`config.mk`:
```
export PLATFORM = sky130hd
export DESIGN_NAME = servo_reply_deframer
export DESIGN_NICKNAME = d
export VERILOG_FILES = /design/src/hw/rtl/srd_pkg.sv /design/src/hw/rtl/srd_core.sv /design/src/hw/rtl/srd_fifo.sv /design/src/hw/rtl/servo_reply_deframer.sv
export SDC_FILE = /design/constraint.sdc
export NUM_CORES = 1
export LEC_CHECK = 0
export BUFFER_PORTS_ARGS = -buffer_cell sky130_fd_sc_hd__buf_2
export CELL_PAD_IN_SITES_DETAIL_PLACEMENT = 1
export CELL_PAD_IN_SITES_GLOBAL_PLACEMENT = 1
export CORE_AREA = 2 2 102 154
export CTS_BUF_LIST = sky130_fd_sc_hd__clkbuf_2
export DETAILED_ROUTE_END_ITERATION = 8
export DIE_AREA = 0 0 104 156
export HOLD_SLACK_MARGIN = 0.03
export PLACE_DENSITY = 0.95
export SLEW_MARGIN = 20
export SYNTH_ARGS = -nofsm -noshare
export SYNTH_HDL_FRONTEND = slang
export SYNTH_SLANG_ARGS = --single-unit
```
`constraint.sdc`:
```
create_clock -name clk -period 9 [get_ports clk]
set_input_delay 0.9 -clock clk [delete_from_list [all_inputs] [get_ports clk]]
set_output_delay 0.9 -clock clk [all_outputs]
set_load 0.01 [all_outputs]
```
`src/hw/rtl/srd_pkg.sv`:
```
// srd_pkg: shared types, codes and constants of the servo reply deframer.
// No dependencies; used by srd_core, srd_fifo and servo_reply_deframer.
package srd_pkg;

	// frame layout
	localparam int unsigned MAX_FRAME      = 64;
	localparam logic [7:0]  HDR_FIRST      = 8'h05;
	localparam logic [7:0]  HDR_SECOND     = 8'h1C;
	localparam logic [8:0]  FRAME_OVERHEAD = 9'd5;
	localparam logic [6:0]  OFF_SIZE       = 7'd3;
	localparam logic [6:0]  OFF_AFTER_HDR  = 7'd2;
	localparam logic [15:0] TIMEOUT_RESET  = 16'd100;

	// result queue
	localparam int unsigned QDEPTH = 4;
	localparam int unsigned QPTR_W = $clog2(QDEPTH);
	localparam int unsigned QCNT_W = $clog2(QDEPTH + 1);

	typedef enum logic [1:0] {
		CMD_START = 2'd0,
		CMD_BYTE  = 2'd1,
		CMD_TICK  = 2'd2
	} cmd_t;

	typedef enum logic [1:0] {
		PH_IDLE = 2'd0,
		PH_HUNT = 2'd1,
		PH_BODY = 2'd2
	} phase_t;

	typedef enum logic [1:0] {
		KIND_BYTE    = 2'd0,
		KIND_DONE    = 2'd1,
		KIND_TIMEOUT = 2'd2,
		KIND_LONG    = 2'd3
	} kind_t;

	// one result beat
	typedef struct packed {
		kind_t       kind;
		logic [7:0]  data;
		logic [5:0]  off;
		logic [6:0]  len;
	} res_t;

	// up to two results produced by one input beat
	typedef struct packed {
		logic [1:0] n;
		res_t       r0;
		res_t       r1;
	} push_t;

endpackage

```
`src/hw/rtl/srd_core.sv`:
```
// srd_core: receiver state (phase, header sync, byte count, length, ticks)
// and result generation for one input beat. Depends on srd_pkg.
module srd_core (
	input  logic                clk,
	input  logic                arst_n,
	input  logic                accept,
	input  logic [1:0]          cmd,
	input  logic [7:0]          rx_byte,
	input  logic                cfg_we,
	input  logic [15:0]         cfg_wdata,
	output srd_pkg::push_t      push
);

	srd_pkg::phase_t phase_q, phase_d;
	logic            saw_hdr_q, saw_hdr_d;
	logic [6:0]      taken_q, taken_d;
	logic [8:0]      exp_len_q, exp_len_d;
	logic [15:0]     elapsed_q, elapsed_d;
	logic [15:0]     timeout_q;

	// shared decode
	logic       timed_out;
	logic       hdr_hit;
	logic [8:0] size_len;
	logic [8:0] cur_len;
	logic       too_long;
	logic       last_byte;
	logic [8:0] taken_nx;

	assign timed_out = elapsed_q >= timeout_q;
	assign hdr_hit   = saw_hdr_q && (rx_byte == srd_pkg::HDR_SECOND);
	assign size_len  = srd_pkg::FRAME_OVERHEAD + {1'b0, rx_byte};
	assign cur_len   = (taken_q == srd_pkg::OFF_SIZE) ? size_len : exp_len_q;
	assign too_long  = (taken_q == srd_pkg::OFF_SIZE) &&
		(size_len > 9'(srd_pkg::MAX_FRAME));
	assign taken_nx  = {2'b00, taken_q} + 9'd1;
	assign last_byte = (taken_q >= srd_pkg::OFF_SIZE) && (taken_nx >= cur_len);

	// timeout register
	always_ff @(posedge clk or negedge arst_n) begin
		if (!arst_n) begin
			timeout_q <= srd_pkg::TIMEOUT_RESET;
		end else if (cfg_we) begin
			timeout_q <= cfg_wdata;
		end
	end

	// next state
	always_comb begin
		phase_d   = phase_q;
		saw_hdr_d = saw_hdr_q;
		taken_d   = taken_q;
		exp_len_d = exp_len_q;
		elapsed_d = elapsed_q;
		if (accept) begin
			if (cmd == srd_pkg::CMD_START) begin
				phase_d   = srd_pkg::PH_HUNT;
				saw_hdr_d = 1'b0;
				taken_d   = '0;
				exp_len_d = '0;
				elapsed_d = '0;
			end else if (phase_q != srd_pkg::PH_IDLE) begin
				case (cmd)
					srd_pkg::CMD_TICK: begin
						if (timed_out) begin
							phase_d = srd_pkg::PH_IDLE;
						end else begin
							elapsed_d = elapsed_q + 16'd1;
						end
					end
					srd_pkg::CMD_BYTE: begin
						if (phase_q == srd_pkg::PH_HUNT) begin
							if (hdr_hit) begin
								saw_hdr_d = 1'b0;
								phase_d   = srd_pkg::PH_BODY;
								taken_d   = srd_pkg::OFF_AFTER_HDR;
							end else begin
								saw_hdr_d = (rx_byte == srd_pkg::HDR_FIRST);
							end
						end else begin
							if (taken_q == srd_pkg::OFF_SIZE) begin
								exp_len_d = size_len;
							end
							if (too_long) begin
								phase_d = srd_pkg::PH_IDLE;
							end else begin
								taken_d = taken_nx[6:0];
								if (last_byte) begin
									phase_d = srd_pkg::PH_IDLE;
								end
							end
						end
					end
					default: begin
					end
				endcase
			end
		end
	end

	// results of this beat
	always_comb begin
		push    = '0;
		push.r0 = '{kind: srd_pkg::KIND_BYTE, data: rx_byte,
			off: taken_q[5:0], len: 7'd0};
		push.r1 = '{kind: srd_pkg::KIND_BYTE, data: srd_pkg::HDR_SECOND,
			off: 6'd1, len: 7'd0};
		if (accept && (phase_q != srd_pkg::PH_IDLE)) begin
			case (cmd)
				srd_pkg::CMD_TICK: begin
					if (timed_out) begin
						push.n  = 2'd1;
						push.r0 = '{kind: srd_pkg::KIND_TIMEOUT, data: 8'd0,
							off: 6'd0, len: 7'd0};
					end
				end
				srd_pkg::CMD_BYTE: begin
					if (phase_q == srd_pkg::PH_HUNT) begin
						if (hdr_hit) begin
							push.n       = 2'd2;
							push.r0.data = srd_pkg::HDR_FIRST;
							push.r0.off  = 6'd0;
						end
					end else begin
						push.n = 2'd1;
						if (too_long) begin
							push.r0.kind = srd_pkg::KIND_LONG;
						end else if (last_byte) begin
							push.r0.kind = srd_pkg::KIND_DONE;
							push.r0.len  = cur_len[6:0];
						end
					end
				end
				default: begin
				end
			endcase
		end
	end

	// state registers
	always_ff @(posedge clk or negedge arst_n) begin
		if (!arst_n) begin
			phase_q   <= srd_pkg::PH_IDLE;
			saw_hdr_q <= 1'b0;
			taken_q   <= '0;
			exp_len_q <= '0;
			elapsed_q <= '0;
		end else begin
			phase_q   <= phase_d;
			saw_hdr_q <= saw_hdr_d;
			taken_q   <= taken_d;
			exp_len_q <= exp_len_d;
			elapsed_q <= elapsed_d;
		end
	end

`ifndef SYNTH
	// in body the byte count never runs past the longest frame
	a_taken_bound: assert property (@(posedge clk) disable iff (!arst_n)
		(phase_q == srd_pkg::PH_BODY) |-> (taken_q < 7'(srd_pkg::MAX_FRAME)))
		else $error("byte count past frame limit");
	// a sync leaves the receiver in body at offset two
	a_sync: assert property (@(posedge clk) disable iff (!arst_n)
		(push.n == 2'd2) |=> (phase_q == srd_pkg::PH_BODY &&
			taken_q == srd_pkg::OFF_AFTER_HDR))
		else $error("header sync did not enter body");
	// a completed frame reports a length the counter reached
	a_done_len: assert property (@(posedge clk) disable iff (!arst_n)
		(push.n == 2'd1 && push.r0.kind == srd_pkg::KIND_DONE) |=>
			(phase_q == srd_pkg::PH_IDLE && {2'b00, taken_q} == $past(cur_len)))
		else $error("complete frame length mismatch");
`endif

endmodule

```
`src/hw/rtl/srd_fifo.sv`:
```
// srd_fifo: small result queue, takes up to two results per cycle and
// delivers one per cycle on the output handshake. Depends on srd_pkg.
module srd_fifo (
	input  logic           clk,
	input  logic           arst_n,
	input  srd_pkg::push_t push,
	input  logic           pop,
	output logic           room2,
	output logic           not_empty,
	output srd_pkg::res_t  head
);

	srd_pkg::res_t                mem_q [srd_pkg::QDEPTH];
	logic [srd_pkg::QPTR_W-1:0]   rd_ptr_q, wr_ptr_q, wr_ptr_p1;
	logic [srd_pkg::QCNT_W-1:0]   count_q;

	assign wr_ptr_p1 = wr_ptr_q + 1'b1;
	assign room2     = count_q <= srd_pkg::QCNT_W'(srd_pkg::QDEPTH - 2);
	assign not_empty = count_q != '0;
	assign head      = mem_q[rd_ptr_q];

	// storage
	always_ff @(posedge clk) begin
		if (push.n != 2'd0) begin
			mem_q[wr_ptr_q] <= push.r0;
		end
		if (push.n == 2'd2) begin
			mem_q[wr_ptr_p1] <= push.r1;
		end
	end

	// pointers and fill count
	always_ff @(posedge clk or negedge arst_n) begin
		if (!arst_n) begin
			rd_ptr_q <= '0;
			wr_ptr_q <= '0;
			count_q  <= '0;
		end else begin
			wr_ptr_q <= wr_ptr_q + srd_pkg::QPTR_W'(push.n);
			if (pop) begin
				rd_ptr_q <= rd_ptr_q + 1'b1;
			end
			count_q <= count_q + srd_pkg::QCNT_W'(push.n)
				- srd_pkg::QCNT_W'(pop);
		end
	end

`ifndef SYNTH
	a_no_overflow: assert property (@(posedge clk) disable iff (!arst_n)
		(push.n != 2'd0) |->
			(count_q + srd_pkg::QCNT_W'(push.n) - srd_pkg::QCNT_W'(pop)
				<= srd_pkg::QCNT_W'(srd_pkg::QDEPTH)))
		else $error("result queue overflow");
	a_no_underflow: assert property (@(posedge clk) disable iff (!arst_n)
		pop |-> not_empty)
		else $error("result queue underflow");
	a_head_hold: assert property (@(posedge clk) disable iff (!arst_n)
		(not_empty && !pop) |=> $stable(head))
		else $error("queued head changed while waiting");
`endif

endmodule

```
`src/hw/rtl/servo_reply_deframer.sv`:
```
// servo_reply_deframer: top level of the servo reply deframer.
// Depends on srd_pkg, srd_core and srd_fifo.
//
// Input beats (cmd, rx_byte) arrive on in_valid/in_ready: start arms the
// receiver, a byte is searched for the 0x05 0x1C header and then framed,
// a tick advances the timeout counter. Result beats (kind, frame_byte,
// byte_offset, frame_length) leave on out_valid/out_ready.
// cfg_we/cfg_wdata write timeout_ticks (reset 100); write only when idle.
// A result enters the result queue when its input beat is taken.
// Throughput: one input beat per cycle while in_ready is high; the header
// beat yields two results, so the output, one per cycle, sets the pace.
// A four-entry result queue sits between the sides; in_ready is high
// while it has room for two results, so a stalled receiver backs up
// into in_ready after a few beats and nothing is lost.
// Reset clears the receiver to idle, empties the queue and restores the
// timeout register.
module servo_reply_deframer (
	input  logic        clk,
	input  logic        arst_n,
	input  logic        in_valid,
	output logic        in_ready,
	input  logic [1:0]  cmd,
	input  logic [7:0]  rx_byte,
	output logic        out_valid,
	input  logic        out_ready,
	output logic [1:0]  kind,
	output logic [7:0]  frame_byte,
	output logic [5:0]  byte_offset,
	output logic [6:0]  frame_length,
	input  logic        cfg_we,
	input  logic [15:0] cfg_wdata
);

	srd_pkg::push_t push;
	srd_pkg::res_t  head;
	logic           room2;
	logic           accept;

	assign accept   = in_valid && in_ready;
	assign in_ready = room2;

	srd_core u_core (
		.clk       (clk),
		.arst_n    (arst_n),
		.accept    (accept),
		.cmd       (cmd),
		.rx_byte   (rx_byte),
		.cfg_we    (cfg_we),
		.cfg_wdata (cfg_wdata),
		.push      (push)
	);

	srd_fifo u_fifo (
		.clk       (clk),
		.arst_n    (arst_n),
		.push      (push),
		.pop       (out_valid && out_ready),
		.room2     (room2),
		.not_empty (out_valid),
		.head      (head)
	);

	// result beat fields
	assign kind         = head.kind;
	assign frame_byte   = head.data;
	assign byte_offset  = head.off;
	assign frame_length = head.len;

endmodule

```
==> results.md <==
- Outcome: finished, final reports clean
- Distinct cells, synth: 82
- Post-Syn Instances: 765
- DRT iter0 DRCs: ~460
- CP Max Fanout: 17
- Final hold viol count: 0
- P&R area growth vs syn: 7.36%
- Yosys top cell area share: 0.232
- Layout cells sized above 1: 0.188
- Critical Path Start Type: flip-flop
- Initial Util: 0.533
- Seq/Total Area, Yosys: 0.416
- Fin. max-slew vios: 0
- Most frequent cell after synthesis: dfxtp_1
- Routed WL: approximately 24000 um
- # rows: between 50 and 60
- Synthesized area: 7920 um^2
- IO Pins: 56
- Power Total: around 0.0017 W
- DRC: 0
- Max Buffers Root-to-Sink: 2
- Syn_area_per_cell: 10.4 um^2
- Largest net degree at the start of global routing: between 50 and 60
- Worst-Margin Slew: about 0.99 ns
- Fin crit share: 0.471
- Post-synth top cells: dfxtp_1, dfrtp_1, nand2_1
- Root buffer cell: clkbuf_2
- Clock tree sinks: 150
- CTS buffer count: 17
- Endpoints failing setup: 0
- Synth warn: 0
- Die ar.: 16200 um^2
- Power Dens Cells: roughly 200 nW/um^2
- GP Congestion: around 0.87
- Worst VDD drop: roughly 0.16 mV
- PostCTS Resize Cnt: 0
- Post-detail-place hpwl: roughly 18000 um
- Core Box Area: roughly 15000 um^2
- Cell area after layout: roughly 8500 um^2
- Number of global-route vias before repair: about 7300
- Worst min-delay path class: input port to asynchronous set/reset pin
- Port bufs: 55
- WS Path Type: flip-flop to flip-flop
- Postcts setup bufs: 0
- DRT Pass-1 Iters: 5
- Worst setup EP type: flip-flop
- Final setup TNS: 0 ns
- DR vias: between 6000 and 7000
- First-pass GRT wire length: between 30000 and 40000 um
- Leakage Power: 3.73 nW
- GRT Overall Usage: 0.309
- Max-cap violations: 0
- FMAX: approximately 240 MHz
- Grt ovf: 0
- Die H: approximately 160 um
- Clock skew: 0.0428 ns
- CTS H-Tree Depth: 4
- Via-to-Cell Ratio: 6.61
- Yosys reg bits: 150
- Final ANT Viol Nets: 0
- WL per Instance: about 24 um
- Largest area contributor in the netlist: dfxtp_1
- Post-synth EDFFs: 0
- Clock latency at the later pin of the worst-skew pair: 0.85 ns
- Final #Nets: around 870
- Post-CTS Hold Buffers: 0
- WP data arrival: around 5.0 ns
- Die Span X: between 100 and 150 um
- Initial antenna violation count: 1
- Post-synthesis async set-or-reset flop share: 0.387
- Period minus WS final: roughly 4.2 ns
- RSZ-0062 raised after global routing: no
- CTS tree: done
- Worst-path clk slew: 0.29 ns
- Placed Area: between 8000 and 9000 um^2
- Critical Path RT: between 9 and 10 ns
- Normalized max-slew margin: 0.341
- Synth area leaders: dfxtp_1, dfrtp_1, mux4_2
- Ys flop type: dfxtp_1
- Syn_nets: 835
final cells by class:
| type | instances | area [um^2] |
|---|---|---|
| diodes | 1 | 2.50 |
| clock buffers | 17 | 85.1 |
| clock inverters | 15 | 185 |
| fillers | 1677 | 6360 |
| inverters | 35 | 131 |
| multi-input cells | 531 | 4230 |
| flip-flops and latches | 150 | 3300 |
| well taps | 199 | 249 |
| repair buffers | 61 | 320 |
worst paths after layout:
check	endpoint	slack (ns)	from	cells past startpoint
max	u_fifo.mem_q[3][2]	4.76	u_core.taken_q[2]	11
min	u_fifo.count_q[2]	0.15	arst_n	2
max reg2reg	u_fifo.mem_q[3][2]	4.76	u_core.taken_q[2]	11
min reg2reg	u_fifo.mem_q[1][14]	0.51	u_fifo.mem_q[1][14]	1
max in group asynchronous	u_core.exp_len_q[8]	8.29	arst_n	2
min in group clk	u_core.timeout_q[14]	0.23	cfg_wdata[14]	3
logic make-up after synthesis:
family	count (synthesis)	share of synthesized area
AO/OA/AOI/OAI	236	0.236
XOR/XNOR	20	0.0221
adder cells (fa/ha/maj)	39	0.0625
buffers and inverters	84	0.0509
flip-flops	150	0.416
multiplexers	27	0.0706
AND/OR/NAND/NOR	209	0.142
sequential cells by signal, summed over array words and instances (netlist names):
signal	count
u_fifo.mem_q	92
u_core.elapsed_q	16
u_core.timeout_q	16
u_core.exp_len_q	9
u_core.taken_q	7
u_fifo.count_q	3
u_core.phase_q	2
u_fifo.rd_ptr_q	2
u_fifo.wr_ptr_q	2
u_core.saw_hdr_q	1
where the power goes:
part | switching [W] | internal [W] | leakage [nW] | total (W)
registers | 0.0000914 | 0.000722 | 1.50 | 0.000813
clock network | 0.000316 | 0.0000989 | 0.154 | 0.000415
logic | 0.000256 | 0.000175 | 2.08 | 0.000431
metrics by stage:
stage / setup slack, ns / cells / hold WS, ns / utilization
2_1_floorplan: 5.75 / 765 / 0.422 / -
3_3_place_gp: 5.19 / 976 / 0.438 / 0.553
3_5_place_dp: 4.79 / 976 / 0.448 / 0.553
4_1_cts: 4.90 / 1008 / 0.156 / 0.571
5_1_grt: 4.53 / 1009 / 0.182 / 0.572
6_report: 4.76 / 1009 / 0.151 / 0.572
critical path: stages (launching register included):
cell	delay, ns
dfrtp_1	0.62
nor3_1	0.44
nand3_1	0.55
a21oi_1	0.66
ha_1	0.24
nand3_1	0.13
a21oi_1	0.13
o21ai_0	0.14
o2111ai_1	0.18
nand3_1	0.33
nor3_1	0.53
a22o_1	0.25
cell usage in the layout (no fill, tap or decap), drive strengths merged, types with 7 or more instances in the layout:
cell type,Yosys,final
dfxtp,92,92
buf,27,61
nand2,56,56
dfrtp,55,55
o21ai,51,51
inv,35,42
a32o,38,38
ha,38,38
nor2,35,35
a22o,33,33
a21oi,33,33
nand3,25,25
mux4,23,23
and3,19,19
clkbuf,22,17
nand2b,15,15
nor3,14,14
a211o,13,13
xnor2,12,12
or3,11,11
o2111ai,9,9
xor2,8,8
a21o,8,8
o31ai,8,8
o211ai,8,8
or2,8,8
clkinv,0,7
routing by layer:
layer,vias to the layer above,track usage,part of all wire
li1,2947,-,-
met1,3343,0.315,0.35
met2,272,0.575,0.54
met3,104,0.0606,0.051
met4,0,0.192,0.061
met5,-,0,0
No activity file was read; power rests on OpenSTA's default activity.
